--- config.mk ---
export PLATFORM = sky130hd
export DESIGN_NAME = button_debounce_long_press_flat
export DESIGN_NICKNAME = d
export VERILOG_FILES = /design/src/design/bdlp_pkg.sv /design/src/design/bdlp_if.sv /design/src/design/bdlp_cfg.sv /design/src/design/bdlp_core.sv /design/src/design/button_debounce_long_press.sv /design/src/flat_wrapper.sv
export SDC_FILE = /design/constraint.sdc
export NUM_CORES = 1
export LEC_CHECK = 0
export BUFFER_PORTS_ARGS = -buffer_cell sky130_fd_sc_hd__buf_2
export CAP_MARGIN = 20
export CORE_AREA = 3 3 207 209
export DETAILED_ROUTE_END_ITERATION = 6
export DIE_AREA = 0 0 210 212
export SYNTH_ARGS = -nofsm -noshare
export SYNTH_HDL_FRONTEND = slang
export SYNTH_HIERARCHICAL = 1
export SYNTH_SLANG_ARGS = --single-unit
--- constraint.sdc ---
create_clock -name clk -period 13.2 [get_ports clk]
set_input_delay 1.98 -clock clk [delete_from_list [all_inputs] [get_ports clk]]
set_output_delay 1.98 -clock clk [all_outputs]
set_load 0.01 [all_outputs]
--- src/design/bdlp_pkg.sv ---
// Shared types, constants and register map of the button debouncer.
package bdlp_pkg;

  localparam int TIME_BITS_DEF = 32;
  localparam int NOW_W         = 32;
  localparam int DELAY_W       = 16;
  localparam int CFG_IDX_W     = 3;
  localparam int CFG_DATA_W    = 16;

  typedef enum logic [1:0] {
    EV_NONE  = 2'd0,
    EV_SHORT = 2'd1,
    EV_LONG  = 2'd2
  } event_t;

  typedef enum logic [CFG_IDX_W-1:0] {
    REG_DEBOUNCE_DELAY = 3'd0,
    REG_ACTIVE_LEVEL   = 3'd1,
    REG_LONG_ENABLE    = 3'd2,
    REG_LONG_DELAY     = 3'd3,
    REG_REPEAT_DELAY   = 3'd4
  } cfg_reg_t;

  localparam logic [DELAY_W-1:0] DEBOUNCE_RST = 16'd50;

  typedef struct packed {
    logic [DELAY_W-1:0] debounce_delay_ms;
    logic               active_level;
    logic               long_press_enable;
    logic [DELAY_W-1:0] long_press_delay_ms;
    logic [DELAY_W-1:0] repeat_delay_ms;
  } cfg_t;

endpackage

--- src/design/bdlp_if.sv ---
// Valid/ready channel interfaces for pin samples and press results.
interface bdlp_in_if;
  logic                       valid;
  logic                       ready;
  logic                       pin_level;
  logic [bdlp_pkg::NOW_W-1:0] now_ms;

  modport source (output valid, output pin_level, output now_ms, input ready);
  modport sink   (input valid, input pin_level, input now_ms, output ready);
endinterface

interface bdlp_out_if;
  logic       valid;
  logic       ready;
  logic [1:0] event_res;
  logic       pressed;

  modport source (output valid, output event_res, output pressed, input ready);
  modport sink   (input valid, input event_res, input pressed, output ready);
endinterface

--- src/design/bdlp_cfg.sv ---
// Configuration register file of the button debouncer.
module bdlp_cfg (
  input  logic                            clk,
  input  logic                            rst_n,
  input  logic                            we,
  input  logic [bdlp_pkg::CFG_IDX_W-1:0]  index,
  input  logic [bdlp_pkg::CFG_DATA_W-1:0] data,
  output bdlp_pkg::cfg_t                  cfg
);
  import bdlp_pkg::*;

  cfg_t cfg_r, cfg_nxt;

  always_comb begin
    cfg_nxt = cfg_r;
    if (we) begin
      case (cfg_reg_t'(index))
        REG_DEBOUNCE_DELAY: cfg_nxt.debounce_delay_ms   = data;
        REG_ACTIVE_LEVEL:   cfg_nxt.active_level        = data[0];
        REG_LONG_ENABLE:    cfg_nxt.long_press_enable   = data[0];
        REG_LONG_DELAY:     cfg_nxt.long_press_delay_ms = data;
        REG_REPEAT_DELAY:   cfg_nxt.repeat_delay_ms     = data;
        default: ;
      endcase
    end
  end

  always_ff @(posedge clk) begin
    if (!rst_n) begin
      cfg_r.debounce_delay_ms   <= DEBOUNCE_RST;
      cfg_r.active_level        <= 1'b0;
      cfg_r.long_press_enable   <= 1'b0;
      cfg_r.long_press_delay_ms <= '0;
      cfg_r.repeat_delay_ms     <= '0;
    end else begin
      cfg_r <= cfg_nxt;
    end
  end

  assign cfg = cfg_r;
endmodule

--- src/design/bdlp_core.sv ---
// Debounce and long-press state with its single-pass update logic.
module bdlp_core #(
  parameter int TIME_BITS = bdlp_pkg::TIME_BITS_DEF
) (
  input  logic                       clk,
  input  logic                       rst_n,
  input  bdlp_pkg::cfg_t             cfg,
  input  logic                       step,
  input  logic                       level,
  input  logic [bdlp_pkg::NOW_W-1:0] now_ms,
  output bdlp_pkg::event_t           event_res,
  output logic                       pressed
);
  import bdlp_pkg::*;

  logic                 last_raw_r, last_raw_nxt;
  logic                 stable_r, stable_nxt;
  logic [TIME_BITS-1:0] change_r, change_nxt;
  logic [TIME_BITS-1:0] hold_r, hold_nxt;
  logic                 long_r, long_nxt;

  logic [TIME_BITS-1:0] now_t, el_db, el_hold, hold_a;
  logic                 deb_ok, release_ev, press_ev, long_a, held;
  logic                 rep_on;
  event_t               ev;

  always_comb begin
    now_t      = TIME_BITS'(now_ms);
    change_nxt = (level != last_raw_r) ? now_t : change_r;
    el_db      = now_t - change_nxt;
    deb_ok     = el_db > TIME_BITS'(cfg.debounce_delay_ms);
    release_ev = deb_ok && (stable_r == cfg.active_level) && (level != cfg.active_level);
    press_ev   = deb_ok && (stable_r != cfg.active_level) && (level == cfg.active_level);
    stable_nxt = deb_ok ? level : stable_r;
    rep_on     = cfg.repeat_delay_ms != '0;

    ev     = EV_NONE;
    hold_a = hold_r;
    long_a = long_r;
    if (release_ev) begin
      if (!(cfg.long_press_enable && long_r)) ev = EV_SHORT;
      else if (!rep_on)                       ev = EV_LONG;
      hold_a = '0;
      long_a = 1'b0;
    end
    if (press_ev) hold_a = now_t;

    held     = stable_nxt == cfg.active_level;
    el_hold  = now_t - hold_a;
    hold_nxt = hold_a;
    long_nxt = long_a;
    if (held && cfg.long_press_enable && (cfg.long_press_delay_ms != '0) && !long_a &&
        (el_hold > TIME_BITS'(cfg.long_press_delay_ms))) begin
      long_nxt = 1'b1;
      if (rep_on) begin
        ev       = EV_LONG;
        hold_nxt = now_t;
      end
    end else if (held && cfg.long_press_enable && long_a && rep_on &&
                 (el_hold > TIME_BITS'(cfg.repeat_delay_ms))) begin
      ev       = EV_LONG;
      hold_nxt = now_t;
    end
    last_raw_nxt = level;
  end

  always_ff @(posedge clk) begin
    if (!rst_n) begin
      last_raw_r <= 1'b1;
      stable_r   <= 1'b1;
      change_r   <= '0;
      hold_r     <= '0;
      long_r     <= 1'b0;
    end else if (step) begin
      last_raw_r <= last_raw_nxt;
      stable_r   <= stable_nxt;
      change_r   <= change_nxt;
      hold_r     <= hold_nxt;
      long_r     <= long_nxt;
    end
  end

  assign event_res = ev;
  assign pressed   = held;
endmodule

--- src/design/button_debounce_long_press.sv ---
// Button debouncer with long-press recognition and auto-repeat, top level.
// A sample goes to the input register, through one pass of logic, then to the
// result register once the output is free. Throughput: one sample per clock
// unless the output stalls; the result register lets a new sample in while a
// finished result waits. Synchronous active-low reset clears the pipeline
// valids and loads the register reset values; no clearing pass.
module button_debounce_long_press #(
  parameter int TIME_BITS = bdlp_pkg::TIME_BITS_DEF
) (
  input  logic                            clk,
  input  logic                            rst_n,
  bdlp_in_if.sink                         in_ch,
  bdlp_out_if.source                      out_ch,
  input  logic                            cfg_we,
  input  logic [bdlp_pkg::CFG_IDX_W-1:0]  cfg_index,
  input  logic [bdlp_pkg::CFG_DATA_W-1:0] cfg_data
);
  import bdlp_pkg::*;

  cfg_t             cfg;
  logic             in_valid_r;
  logic             in_level_r;
  logic [NOW_W-1:0] in_now_r;
  logic             out_valid_r;
  event_t           out_event_r;
  logic             out_pressed_r;
  logic             adv, step, in_take;
  event_t           core_event;
  logic             core_pressed;

  bdlp_cfg u_cfg (
    .clk   (clk),
    .rst_n (rst_n),
    .we    (cfg_we),
    .index (cfg_index),
    .data  (cfg_data),
    .cfg   (cfg)
  );

  assign adv     = !out_valid_r || out_ch.ready;
  assign step    = in_valid_r && adv;
  assign in_take = in_ch.valid && in_ch.ready;
  assign in_ch.ready = !in_valid_r || adv;

  bdlp_core #(.TIME_BITS(TIME_BITS)) u_core (
    .clk       (clk),
    .rst_n     (rst_n),
    .cfg       (cfg),
    .step      (step),
    .level     (in_level_r),
    .now_ms    (in_now_r),
    .event_res (core_event),
    .pressed   (core_pressed)
  );

  always_ff @(posedge clk) begin
    if (!rst_n) begin
      in_valid_r  <= 1'b0;
      out_valid_r <= 1'b0;
    end else begin
      if (in_ch.ready) in_valid_r <= in_ch.valid;
      if (adv)         out_valid_r <= in_valid_r;
    end
  end

  always_ff @(posedge clk) begin
    if (in_take) begin
      in_level_r <= in_ch.pin_level;
      in_now_r   <= in_ch.now_ms;
    end
    if (step) begin
      out_event_r   <= core_event;
      out_pressed_r <= core_pressed;
    end
  end

  assign out_ch.valid     = out_valid_r;
  assign out_ch.event_res = out_event_r;
  assign out_ch.pressed   = out_pressed_r;
endmodule

--- src/flat_wrapper.sv ---
// flat-port wrapper written by rule: the top's interface ports become plain ports
module button_debounce_long_press_flat import bdlp_pkg::*;
#(
  parameter int TIME_BITS = bdlp_pkg::TIME_BITS_DEF
)
  (clk, rst_n, cfg_we, cfg_index, cfg_data, in_ch_valid, in_ch_pin_level, in_ch_now_ms, in_ch_ready, out_ch_valid, out_ch_event_res, out_ch_pressed, out_ch_ready);
  bdlp_in_if in_ch_i ();
  bdlp_out_if out_ch_i ();
  input  logic clk;
  input  logic rst_n;
  input  logic cfg_we;
  input  logic [bdlp_pkg::CFG_IDX_W-1:0] cfg_index;
  input  logic [bdlp_pkg::CFG_DATA_W-1:0] cfg_data;
  input wire logic [$bits(in_ch_i.valid)-1:0] in_ch_valid;
  input wire logic [$bits(in_ch_i.pin_level)-1:0] in_ch_pin_level;
  input wire logic [$bits(in_ch_i.now_ms)-1:0] in_ch_now_ms;
  output wire logic [$bits(in_ch_i.ready)-1:0] in_ch_ready;
  output wire logic [$bits(out_ch_i.valid)-1:0] out_ch_valid;
  output wire logic [$bits(out_ch_i.event_res)-1:0] out_ch_event_res;
  output wire logic [$bits(out_ch_i.pressed)-1:0] out_ch_pressed;
  input wire logic [$bits(out_ch_i.ready)-1:0] out_ch_ready;
  assign in_ch_i.valid = in_ch_valid;
  assign in_ch_i.pin_level = in_ch_pin_level;
  assign in_ch_i.now_ms = in_ch_now_ms;
  assign in_ch_ready = in_ch_i.ready;
  assign out_ch_valid = out_ch_i.valid;
  assign out_ch_event_res = out_ch_i.event_res;
  assign out_ch_pressed = out_ch_i.pressed;
  assign out_ch_i.ready = out_ch_ready;
  button_debounce_long_press #(.TIME_BITS(TIME_BITS)) u_core (.clk(clk), .rst_n(rst_n), .in_ch(in_ch_i), .out_ch(out_ch_i), .cfg_we(cfg_we), .cfg_index(cfg_index), .cfg_data(cfg_data));
endmodule
======== After elaboration in Yosys (flattened, before gate mapping) ========
Cells that the tools add are included.
W data, S select, Z words.
storage, ports and cells
  flip-flop bits (word level) ............. 155
  bits in latches ......................... 0
  RAM bits ................................ 0
  ROM bits ................................ 0
  bits of input ports ..................... 57
  output and inout bits ................... 5
  word-level logic and storage cells ...... 73
  memories kept ........................... 0
cells by class
  add/subtract/negate cells ............... 2
  $mul .................................... 0
  divide/modulo/power cells ............... 0
  magnitude comparators ................... 3
  equality and inequality tests ........... 10
  shifts and indexed selects .............. 0
  muxes and demuxes ....................... 15
  bitwise operators ....................... 0
  reduce and logical (&&, ||, !) cells .... 27
operators with widths
  kind                  number
  $mux W32              6
  $gt A32 B16 Y1        3
  $sub A32 B32 Y32      2
  $reduce_bool A16 Y1   2
  $logic_and A1 B1 Y1   14
  $mux W2               6
  $reduce_and A2 Y1     5
  $eq A3 B2 Y1 const B  2
  $eq A1 B1 Y1          3
  $eq A3 B1 Y1 const B  1
  $eq A3 B3 Y1 const B  1
  $logic_not A1 Y1      3
  $logic_not A3 Y1      1
  $mux W1               3
  $ne A1 B1 Y1          3
  $logic_or A1 B1 Y1    2

======== Depth between registers and ports, before layout ========
Gate-level depths: netlist (run 1).
  word-level depth ........................ 13
  gate-level depth with buffers ........... 58

======== Hierarchy ========
Netlist (run 1), hierarchy kept.
modules (own cells, without submodules)
  module                      instances  cells each  area an instance (um^2)  seq. area each (um^2)
  bdlp_core                   1          1,182       9,110.0                  1,341.3
  bdlp_cfg                    1          188         1,948.1                  1,001.0
  button_debounce_long_press  1          45          1,184.9                  1,121.1

======== Worst setup path after synthesis (run 1) ========
Ideal clock, no wire load.
  path type ............................... register to register
  start ................................... reg u_core.u_core.last_raw_r
  end ..................................... reg u_core.out_event_r[1], in the netlist u_core/out_ch.event_res[1] (data pin)
  arrival ................................. 9,677 ps
  slack ................................... 3,264 ps
  cell stages (with the launch flop) ...... 54
  period minus slack after synthesis ...... 9,936 ps
  path through ............................ dfxtp_1 -> xor2_2 -> buf_2 -> buf_1 -> mux2i_1 -> ha_1 -> clkbuf_1 -> a21o_1 -> a31oi_1 -> a21oi_1 -> a221o_1 -> a31oi_4 -> xnor2_1 -> ha_1 -> nor2_1 -> nor4b_1 -> a32oi_1 -> o21ai_0 -> [... 18 more ...] -> a21oi_1 -> xnor2_1 -> ha_1 -> a21o_1 -> a21oi_1 -> nor2b_1 -> o21ai_0 -> nand2_1 -> a21oi_1 -> a21boi_0 -> o32ai_1 -> o21a_1 -> o311a_1 -> a2111oi_4 -> or2_1 -> buf_2 -> buf_6 -> or2_1
on the way
  longest elaborated chain between the ends .. 13
ends and longest elaborated chain
  what                              RTL line                          source
  start, declared                   bdlp_core.sv:16                   logic last_raw_r, last_raw_nxt;
  start signal, assigned            bdlp_core.sv:75                   last_raw_r <= last_raw_nxt;
  $ne A1 B1 Y1 (*)                  bdlp_core.sv:29                   change_nxt = (level != last_raw_r) ? now_t : change_r;
  $mux W32 (*)                      bdlp_core.sv:29
  $sub A32 B32 Y32 (*)              bdlp_core.sv:30                   el_db = now_t - change_nxt;
  $gt A32 B16 Y1 (*)                bdlp_core.sv:31                   deb_ok = el_db > TIME_BITS'(cfg.debounce_delay_ms);
  $logic_and A1 B1 Y1 (2 in a row)  bdlp_core.sv:32                   release_ev = deb_ok && (stable_r == cfg.active_level) && (level != cfg.active_level);
  $mux W32                          bdlp_core.sv:40                   if (release_ev) begin
  $mux W32                          bdlp_core.sv:46                   if (press_ev) hold_a = now_t;
  $sub A32 B32 Y32                  bdlp_core.sv:49                   el_hold = now_t - hold_a;
  $gt A32 B16 Y1                    bdlp_core.sv:60                   (el_hold > TIME_BITS'(cfg.repeat_delay_ms))) begin
  $logic_and A1 B1 Y1               bdlp_core.sv:59                   end else if (held && cfg.long_press_enable && long_a && rep_on &&
  $mux W2                           bdlp_core.sv:59
  $mux W2 (*)                       bdlp_core.sv:52                   if (held && cfg.long_press_enable && (cfg.long_press_delay_ms != '0) && !long_a &&
  named net u_core.core_event[1]    button_debounce_long_press.sv:28  event_t core_event;
  end signal, assigned              button_debounce_long_press.sv:72  out_event_r <= core_event;
  end, declared                     button_debounce_long_press.sv:25  event_t out_event_r;
Mark *: on every way through the listed nets, which the timed path passes. The rest lies on a longest branch.
A chain may end at the register's enable or synchronous reset.

======== Worst setup path in the final report (run 1) ========
  start ................................... reg u_core.in_level_r
  end ..................................... reg u_core.out_event_r[1], in the netlist u_core/out_ch.event_res[1] (data pin)
on the way
  longest elaborated chain between the ends .. 13
ends and longest elaborated chain
  what                              RTL line                          source
  start, declared                   button_debounce_long_press.sv:22  logic in_level_r;
  start signal, assigned            button_debounce_long_press.sv:68  in_level_r <= in_ch.pin_level;
  $ne A1 B1 Y1                      bdlp_core.sv:29
  $mux W32                          bdlp_core.sv:29
  $sub A32 B32 Y32                  bdlp_core.sv:30
  $gt A32 B16 Y1                    bdlp_core.sv:31
  $logic_and A1 B1 Y1 (2 in a row)  bdlp_core.sv:32
  $mux W32                          bdlp_core.sv:40
  $mux W32                          bdlp_core.sv:46
  $sub A32 B32 Y32                  bdlp_core.sv:49
  $gt A32 B16 Y1                    bdlp_core.sv:60
  $logic_and A1 B1 Y1               bdlp_core.sv:59
  $mux W2                           bdlp_core.sv:59
  $mux W2 (*)                       bdlp_core.sv:52
  named net u_core.core_event[1]    button_debounce_long_press.sv:28
Marks and branches as above.

==> metrics.yaml, run 1 <==
critical_path:
  crit_top_cell: "ha_1"
  critPathCaptureType: "flip-flop"
  critPathKind: "flip-flop to flip-flop"
  worst_ep_arrival_time_ps: 12490
  cp_slowest_cell: "a2111oi_0"
  slowest_delay_ps: 750
  startpoint_type: "flip-flop"
  cp_data_required_time_ps: 13390
  path_max_fanout: 33
placed_design:
  placed_cell_area_mm2: 0.01294
  dp_hpwl_mm: 27.40
  portBuffers: 61
  gp_congestion: 0.8922
power:
  p_leak_nw: 5.199
  ir_drop_mv: 0.08159
  power_mw: 1.536
  pwr_density_cell_mw_per_mm2: 113.5
logic_synthesis:
  synth_nets: 1575
  synth_edf_count: 36
  ys.flop_type: "dfxtp_1"
  syn_inst: 1415
  ys_types: 95
  seq_area_frac_synth_pct: 28.29
  synthArstFlopShare_pct: 0
  synth_area_mm2: 0.01224
  synth.area.top_cells: "dfxtp_1 (19%), ha_1 (10%), edfxtp_1 (8.8%)"
  synth_top_area_share_pct: 19.46
  yosysTopAreaCell: "dfxtp_1"
  synth-seq-cells: 155
  ys_warn_count: 6
  synth_common_cells: "nand2_1 (181), dfxtp_1 (119), ha_1 (102)"
  yosysMostFrequentCell: "nand2_1"
  postSynthAreaPerCell_um2: 8.652
floorplan:
  core_mm2: 0.04102
  fp.dieH_um: 212
  pin_count: 62
  die-area_mm2: 0.04452
  initial_core_util_pct: 29.85
  rows: 74
  die_w_um: 210
clock_tree:
  cts_buffers: 17
  clock_sinks: 155
  cts_hold_buf: 0
  cts_setup_buffers: 0
  clkLatencyLatePin_ps: 440
  clk_pin_slew_ps: 80
  root_buffer: "clkbuf_16"
  h-tree-depth: 4
  cts_resized: 0
  cts_buffer_depth: 2
  cts_tree: "yes"
drt:
  first_pass_iters: 6
  drc: 0
  routedWlPerCell_um: 18.61
  via_per_inst: 5.582
  drt-initial-drc-count: 865
  route.antenna.remaining_nets: 0
  wl_mm: 36.63
  routed-via-count: 10985
sta:
  final-hold-violation-count: 0
  post-route-min-period_ps: 12300
  worst_pin_slew_ps: 1047
  layout_worst_path_cycle_share_pct: 93.22
  max_freq_ghz: 0.08127
  relSlewSlack_pct: 30.21
  tns_ps: 0
  setup_viol: 0
  fin_worst_skew_ps: 12.82
  rsz0062_at_grt: "no"
  drv_slew: 0
cells_and_area:
  drive_above_1_share_pct: 11.56
  post-route-util_pct: 32.98
  finalInstanceArea_mm2: 0.01353
  nets: 1583
  areaGrowthSynthToFinish_pct: 10.50
  diodes: 0
global_routing:
  antenna_found_initial: 0
  grt_max_degree: 99
  grt_usage_pct: 16.25
  grt_pass1_vias: 10802
  grt-ovfl-total: 0
  grt_pass1_wl_mm: 58.08
status:
  status: "completed"
flow_run:
  cap_viol_max_count: 0
min_path:
  hold_path_class: "flip-flop to flip-flop"
## metrics by stage
stage	cells	setup WS, ps	hold slack, ps
finish	1968	895.1	460.3
global route	1968	122.0	482.9
CTS	1968	1018	459.8
detailed placement	1936	1075	448.8
global placement	1936	1326	444.9
floorplan	1415	3264	434.7
## metal layers
metal	wire length (um)	up-vias	track usage, %
met2	17360	286	27.40
li1	-	5341	-
met3	1337	58	1.535
met5	0	-	0
met1	16730	5300	21.43
met4	1203	0	6.812
## state kept, by name, indices dropped and copies added (netlist names)
| signal | cells |
|---|---|
| u_core/in_level_r | 1 |
| u_core/out_ch.valid | 1 |
| u_core/u_core/hold_r | 32 |
| u_core/out_ch.event_res | 2 |
| u_core/in_now_r | 32 |
| u_core/u_core/last_raw_r | 1 |
| u_core/u_core/change_r | 32 |
| u_core/u_cfg/cfg | 50 |
| u_core/u_core/long_r | 1 |
| u_core/in_valid_r | 1 |
| u_core/u_core/stable_r | 1 |
| u_core/out_ch.pressed | 1 |
## worst max-delay path, delay by kind of cell (launching register included)
kind | cells | cell delay, ps
AO/OA/AOI/OAI | 14 | 4130
XOR/XNOR | 3 | 970
adder cells (fa/ha/maj) | 4 | 1180
buffers and inverters | 1 | 250
flip-flops | 1 | 640
multiplexers | 1 | 290
AND/OR/NAND/NOR | 16 | 4540
## power by group
group	leakage, nW	total (mW)	internal, mW	switching [mW]
registers	1.32	0.532	0.506	0.0261
logic	3.59	0.510	0.203	0.306
clock network	0.292	0.494	0.255	0.239
total	5.20	1.54	0.965	0.571
## cell usage in the layout (no fill, tap or decap), types with 15 or more instances in the layout
cell,instances
nor2b_1,32
o21ai_0,40
inv_1,78
xnor2_1,28
nand2b_1,20
o311ai_2,28
buf_2,60
nand4_1,22
a22oi_1,36
o2111ai_1,37
a21o_1,23
clkbuf_16,17
a21oi_1,66
a21boi_0,17
edfxtp_1,36
nor2_1,54
nor3_1,19
ha_1,102
nand3_1,55
a31oi_1,16
dfxtp_1,119
nand2_1,180
xor2_1,15
a211oi_1,16
o21a_1,18
o211a_1,22
mux2i_1,79
## cells by family after synthesis
logic type                 Yosys count  synth area share, %
and+or+nand+nor                    445                17.89
adders and majority gates          105                10.76
AOI/OAI and AO/OA                  420                27.13
DFF                                155                28.29
muxes                               81                6.643
xor gates and xnor gates            46                3.475
buffers and inverters              163                5.805
## final cells by class
type                            instances  area (um^2)
Multi-Input combinational cell       1097         8113
Clock inverter                         15        166.4
Sequential cell                       155         3463
Clock buffer                           17        425.4
Inverter                               79        296.5
Fill cell                            4215        27490
Timing Repair Buffer                   73        397.9
Tap cell                              532        665.6
## path summary, 6_finish.rpt
path	start	end	slack (ps)	cells past startpoint
hold / removal	u_core/u_cfg/cfg[36]$_SDFFE_PN0P_	u_core/u_cfg/cfg[36]$_SDFFE_PN0P_	460	2
setup / recovery	u_core/in_level_r$_DFFE_PP_	u_core/out_ch.event_res[1]$_DFFE_PP_	900	39
setup reg to reg	u_core/in_level_r$_DFFE_PP_	u_core/out_ch.event_res[1]$_DFFE_PP_	900	39
hold reg to reg	u_core/u_cfg/cfg[36]$_SDFFE_PN0P_	u_core/u_cfg/cfg[36]$_SDFFE_PN0P_	460	2
(Power assumes the default switching activity.)
==> inputs of run 2 (changes only) <==
--- a/config.mk
+++ b/config.mk
@@ -7,9 +7,10 @@
 export LEC_CHECK = 0
 export BUFFER_PORTS_ARGS = -buffer_cell sky130_fd_sc_hd__buf_2
 export CAP_MARGIN = 20
-export CORE_AREA = 3 3 207 209
+export CORE_AREA = 3 3 154 156
 export DETAILED_ROUTE_END_ITERATION = 6
-export DIE_AREA = 0 0 210 212
+export DIE_AREA = 0 0 157 159
+export PLACE_DENSITY = 0.72
 export SYNTH_ARGS = -nofsm -noshare
 export SYNTH_HDL_FRONTEND = slang
 export SYNTH_HIERARCHICAL = 1
==> run 2 against run 1 <==
  * Non-clock buffer count unchanged
  * Worst hold slack about the same
  * Global-route usage rose by 11 points
  * Highest routed layer unchanged
==> metrics.yaml, run 2 (synthesized netlist as in run 1, its figures left out) <==
status:
  status: "completed"
global_routing:
  grt_max_degree: 94
  grt_pass1_wl_mm: 55.64
  grt-ovfl-total: 0
  grt_usage_pct: 27.54
  grt_pass1_vias: 10561
  antenna_found_initial: 0
sta:
  final-hold-violation-count: 0
  relSlewSlack_pct: 31.67
  fin_worst_skew_ps: 10.54
  drv_slew: 0
  rsz0062_at_grt: "no"
  worst_pin_slew_ps: 1021
  setup_viol: 0
  max_freq_ghz: 0.08201
  post-route-min-period_ps: 12190
  layout_worst_path_cycle_share_pct: 92.38
  tns_ps: 0
clock_tree:
  cts_resized: 0
  clkLatencyLatePin_ps: 430
  h-tree-depth: 4
  cts_buffers: 17
  root_buffer: "clkbuf_16"
  clk_pin_slew_ps: 70
  cts_setup_buffers: 0
  cts_tree: "yes"
  clock_sinks: 155
  cts_buffer_depth: 2
  cts_hold_buf: 0
power:
  pwr-share-comb_pct: 32.9
  pwr-share-clk_pct: 32.7
  power_switching_share_pct: 35.39
  pwr_density_cell_mw_per_mm2: 116.9
  p_switching_uw: 549.3
  p_seq_share_pct: 34.3
  p_leak_nw: 5.220
  ir_drop_mv: 0.08953
  internal_power_mw: 1.003
critical_path:
  worst_ep_arrival_time_ps: 12370
  startpoint: "u_core/in_level_r$_DFFE_PP_"
  critPathCaptureType: "flip-flop"
  critPathKind: "flip-flop to flip-flop"
  cp_slowest_cell: "edfxtp_1"
  r2r-start: "u_core/in_level_r$_DFFE_PP_"
  path_max_fanout: 37
  reg2reg_depth: 45
  crit_top_cell: "ha_1"
  slowest_delay_ps: 700
  startpoint_type: "flip-flop"
  cp_data_required_time_ps: 13380
placed_design:
  portBuffers: 61
  dp_hpwl_mm: 25.79
  gp_congestion: 0.9911
cells_and_area:
  areaGrowthSynthToFinish_pct: 8.462
  largest_reg_flops: 50
  post-route-util_pct: 59.01
  layout_common_cells: "nand2_1 (180), dfxtp_1 (119), ha_1 (102)"
  diodes: 0
  layout_commonest_cell: "nand2_1"
  nets: 1583
  drive_above_1_share_pct: 11.49
floorplan:
  initial_core_util_pct: 54.41
  fp.dieH_um: 159
  die-area_mm2: 0.02496
  pin_count: 62
  rows: 55
  core_mm2: 0.02250
  die_w_um: 157
drt:
  drc: 0
  via_per_inst: 6.542
  drt-initial-drc-count: 1128
  routedWlPerCell_um: 20.36
  first_pass_iters: 6
  routed-via-count: 11259
  wl_mm: 35.05
  route.antenna.remaining_nets: 0
min_path:
  whs_path_depth: 2
  hold_path_class: "flip-flop to flip-flop"
  hold_start: "u_core/u_cfg/cfg[42]$_SDFFE_PN0P_"
flow_run:
  cap_viol_max_count: 0
==> run 2: cell count changes in the layout (fill, tap and decap cells not counted), sizes merged <==
cell,change
clkinv,-2
clkbuf,+5
inv,-4
clkinvlp,+1
==> run 2: worst max-delay path, delay by kind of cell, from the launching register on <==
kind,cells,cell delay [ps]
simple gates,16,3930
compound gates,19,4350
mux,1,300
fa+ha+maj,4,1230
buf+inv,2,620
flops,1,700
xor+xnor,3,760
==> run 2: layout make-up <==
cell class / count / area (um^2)
multi-input cells: 1097 / 8124
flip-flops and latches: 155 / 3463
well taps: 285 / 356.6
fillers: 1991 / 9224
repair buffers: 73 / 417.9
clock inverters: 10 / 91.34
inverters: 79 / 296.5
clock buffers: 22 / 529.3
==> run 2: power groups by stage <==
stage / clock [mW] / combinational [mW] / sequential [mW]
after detailed placement: 0 / 0.497 / 0.542
after global routing: 0.536 / 0.565 / 0.535
after floorplan: 0 / 0.383 / 0.530
after global placement: 0 / 0.493 / 0.542
final: 0.508 / 0.511 / 0.533
after CTS: 0.515 / 0.501 / 0.532
==> run 2: final timing paths <==
check | end | slack (ps)
min | u_core/u_cfg/cfg[42]$_SDFFE_PN0P_ | 460
min reg2reg | u_core/u_cfg/cfg[42]$_SDFFE_PN0P_ | 460
max reg2reg | u_core/out_ch.event_res[1]$_DFFE_PP_ | 1010
max | u_core/out_ch.event_res[1]$_DFFE_PP_ | 1010
==> run 2: layer usage <==
layer | up-vias | routed length [um] | global-route usage, %
li1 | 5339 | - | -
met5 | - | 0 | 0
met2 | 459 | 15920 | 42.31
met1 | 5391 | 15630 | 39.88
met3 | 70 | 2602 | 3.968
met4 | 0 | 894 | 8.635
==> run 2: metrics by stage <==
stage          hold WS (ps)  cell area [um^2]  power, mW  worst slack [ps]  std cells
2_1_floorplan         434.7             12240     0.9127              3264       1415
3_3_place_gp          443.0             12620      1.034              1542       1688
3_5_place_dp          449.2             12650      1.039              1173       1689
4_1_cts               463.3             13270      1.548              1133       1721
5_1_grt               484.3             13280      1.637             121.3       1721
6_report              460.1             13280      1.552              1006       1721
==> inputs of run 3 (changes only) <==
--- a/config.mk
+++ b/config.mk
@@ -7,10 +7,11 @@
 export LEC_CHECK = 0
 export BUFFER_PORTS_ARGS = -buffer_cell sky130_fd_sc_hd__buf_2
 export CAP_MARGIN = 20
-export CORE_AREA = 3 3 154 156
+export CORE_AREA = 3 3 210 212
 export DETAILED_ROUTE_END_ITERATION = 6
-export DIE_AREA = 0 0 157 159
-export PLACE_DENSITY = 0.72
+export DIE_AREA = 0 0 213 215
+export GPL_TIMING_DRIVEN = 0
+export SLEW_MARGIN = 25
 export SYNTH_ARGS = -nofsm -noshare
 export SYNTH_HDL_FRONTEND = slang
 export SYNTH_HIERARCHICAL = 1
==> run 3 against run 2 <==
  * First-iteration DRC count is 19% lower
  * Design area increased by 4.3%
  * Non-clock buffer count up 72
  * Clock skew rose by 0.73 ps
  * Critical path type unchanged
==> metrics.yaml, run 3 (synthesized netlist as in run 1, its figures left out) <==
global_routing:
  grt_usage_pct: 16.19
  grt_pass1_wl_mm: 59.19
  antenna_found_initial: 0
  grt_pass1_vias: 11021
  grt_max_degree: 20
  grt-ovfl-total: 0
drt:
  drc: 0
  routedWlPerCell_um: 18.27
  first_pass_iters: 5
  drt-initial-drc-count: 916
  route.antenna.remaining_nets: 0
  via_per_inst: 5.557
  wl_mm: 37.40
  routed-via-count: 11375
cells_and_area:
  layout_common_cells: "nand2_1 (181), dfxtp_1 (119), ha_1 (102)"
  largest_reg_flops: 50
  areaGrowthSynthToFinish_pct: 13.14
  drive_above_1_share_pct: 11.47
  multi_input_area_mm2: 0.008089
  seq_area_mm2: 0.003463
  finalInstanceArea_mm2: 0.01385
  fillers: 4319
  layout_commonest_cell: "nand2_1"
  diodes: 0
  nets: 1655
critical_path:
  cp_slowest_cell: "a2111oi_1"
  critPathKind: "flip-flop to flip-flop"
  startpoint_type: "flip-flop"
  r2r_end: "u_core/out_ch.event_res[1]$_DFFE_PP_"
  path_max_fanout: 10
  r2r-start: "u_core/in_level_r$_DFFE_PP_"
  worst_ep_arrival_time_ps: 12570
  critPathCaptureType: "flip-flop"
  ff2ff_setup_slack_ps: 820
  cp_top_family: "compound AO/OA/AOI/OAI gates"
  slowest_delay_ps: 830
  crit_buf_inv: 8
  crit_top_cell: "ha_1"
  reg2reg_depth: 45
  cp_data_required_time_ps: 13400
sta:
  setup_viol: 0
  tns_ps: 0
  final-hold-violation-count: 0
  worst_pin_slew_ps: 967.8
  max_freq_ghz: 0.08078
  rsz0062_at_grt: "no"
  relSlewSlack_pct: 35.34
  fin_worst_skew_ps: 11.27
  post-route-min-period_ps: 12380
  drv_slew: 0
  layout_worst_path_cycle_share_pct: 93.78
floorplan:
  fp.dieH_um: 215
  core_mm2: 0.04213
  initial_core_util_pct: 29.06
  die-area_mm2: 0.04580
  die_w_um: 213
  pin_count: 62
  rows: 75
clock_tree:
  cts_tree: "yes"
  clkLatencyLatePin_ps: 450
  clk_pin_slew_ps: 70
  cts_hold_buf: 0
  clock_sinks: 155
  root_buffer: "clkbuf_16"
  cts_buffers: 17
  cts_buffer_depth: 2
  h-tree-depth: 4
flow_run:
  cap_viol_max_count: 0
power:
  ir_drop_mv: 0.09199
  pwr_density_cell_mw_per_mm2: 111.4
  p_leak_nw: 5.323
placed_design:
  gp_congestion: 0.9272
  dp_hpwl_mm: 29.61
  placed_cell_area_mm2: 0.01326
  portBuffers: 61
min_path:
  hold_start: "u_core/u_cfg/cfg[37]$_SDFFE_PN0P_"
  min_to: "u_core/u_cfg/cfg[37]$_SDFFE_PN0P_"
  hold_path_class: "flip-flop to flip-flop"
  whs_path_depth: 2
status:
  status: "completed"
## run 3: cell count changes in the layout (fill, tap and decap cells not counted), sizes merged
cell | before | now
buf | 73 | 84
clkinvlp | 1 | 0
clkbuf | 22 | 80
inv | 83 | 87
## run 3: worst max-delay path by stage
stage,start,endpoint,slack (ps),depth (start not counted)
after floorplan,u_core/u_core/last_raw_r$_SDFFE_PN1P_,u_core/out_ch.event_res[1]$_DFFE_PP_,3260,53
after global placement,u_core/u_core/last_raw_r$_SDFFE_PN1P_,u_core/out_ch.event_res[1]$_DFFE_PP_,170,46
after detailed placement,u_core/u_core/last_raw_r$_SDFFE_PN1P_,u_core/out_ch.event_res[1]$_DFFE_PP_,140,46
after CTS,u_core/u_core/last_raw_r$_SDFFE_PN1P_,u_core/out_ch.event_res[1]$_DFFE_PP_,110,46
after global routing,u_core/u_core/last_raw_r$_SDFFE_PN1P_,u_core/out_ch.event_res[1]$_DFFE_PP_,180,53
final,u_core/in_level_r$_DFFE_PP_,u_core/out_ch.event_res[1]$_DFFE_PP_,820,45
## run 3: repair_timing
action | CTS | global route
resized for setup | 0 | 7
buffers inserted | 0 | 0
endpoints found under the setup margin | 0 | 33
## run 3: metal layers
metal	wire [um]	global-route usage (%)	vias to the layer above
met2	17750	26.87	371
met4	1304	7.297	0
met1	16470	20.82	5462
met3	1871	2.173	64
li1	-	-	5478
met5	0	0	-
## run 3: through the flow
step / hold WS, ps / power [mW] / std cells / setup slack [ps] / utilization [%]
after global placement: 446.1 / 1.047 / 2015 / 168.5 / 31.38
after floorplan: 434.7 / 0.9127 / 1415 / 3264 / -
after CTS: 463.1 / 1.548 / 2048 / 111.7 / 32.85
after detailed placement: 449.7 / 1.057 / 2016 / 142.6 / 31.47
after global routing: 481.2 / 1.632 / 2047 / 184.3 / 32.88
final: 461.1 / 1.544 / 2047 / 820.7 / 32.88
## run 3: cell type report
cell class | count | share of cell area (%)
plain buffers | 83 | 2.999
clock buffers | 19 | 3.279
clock inverters | 13 | 0.9123
inverters | 79 | 2.141
multi-input cells | 1097 | 58.40
flip-flops and latches | 155 | 25.00
well taps | 539 | 4.869
repair buffers | 62 | 2.403
## run 3: worst min-delay path: stages, from the launching register on
cell	delay [ps]
dfxtp_1	310
nand2_1	50
mux2i_1	50
## run 3: power breakdown
part           leakage [nW]  internal [mW]  switching, mW
registers              1.32          0.506         0.0226
logic                  3.72          0.208          0.322
clock network         0.287          0.260          0.225
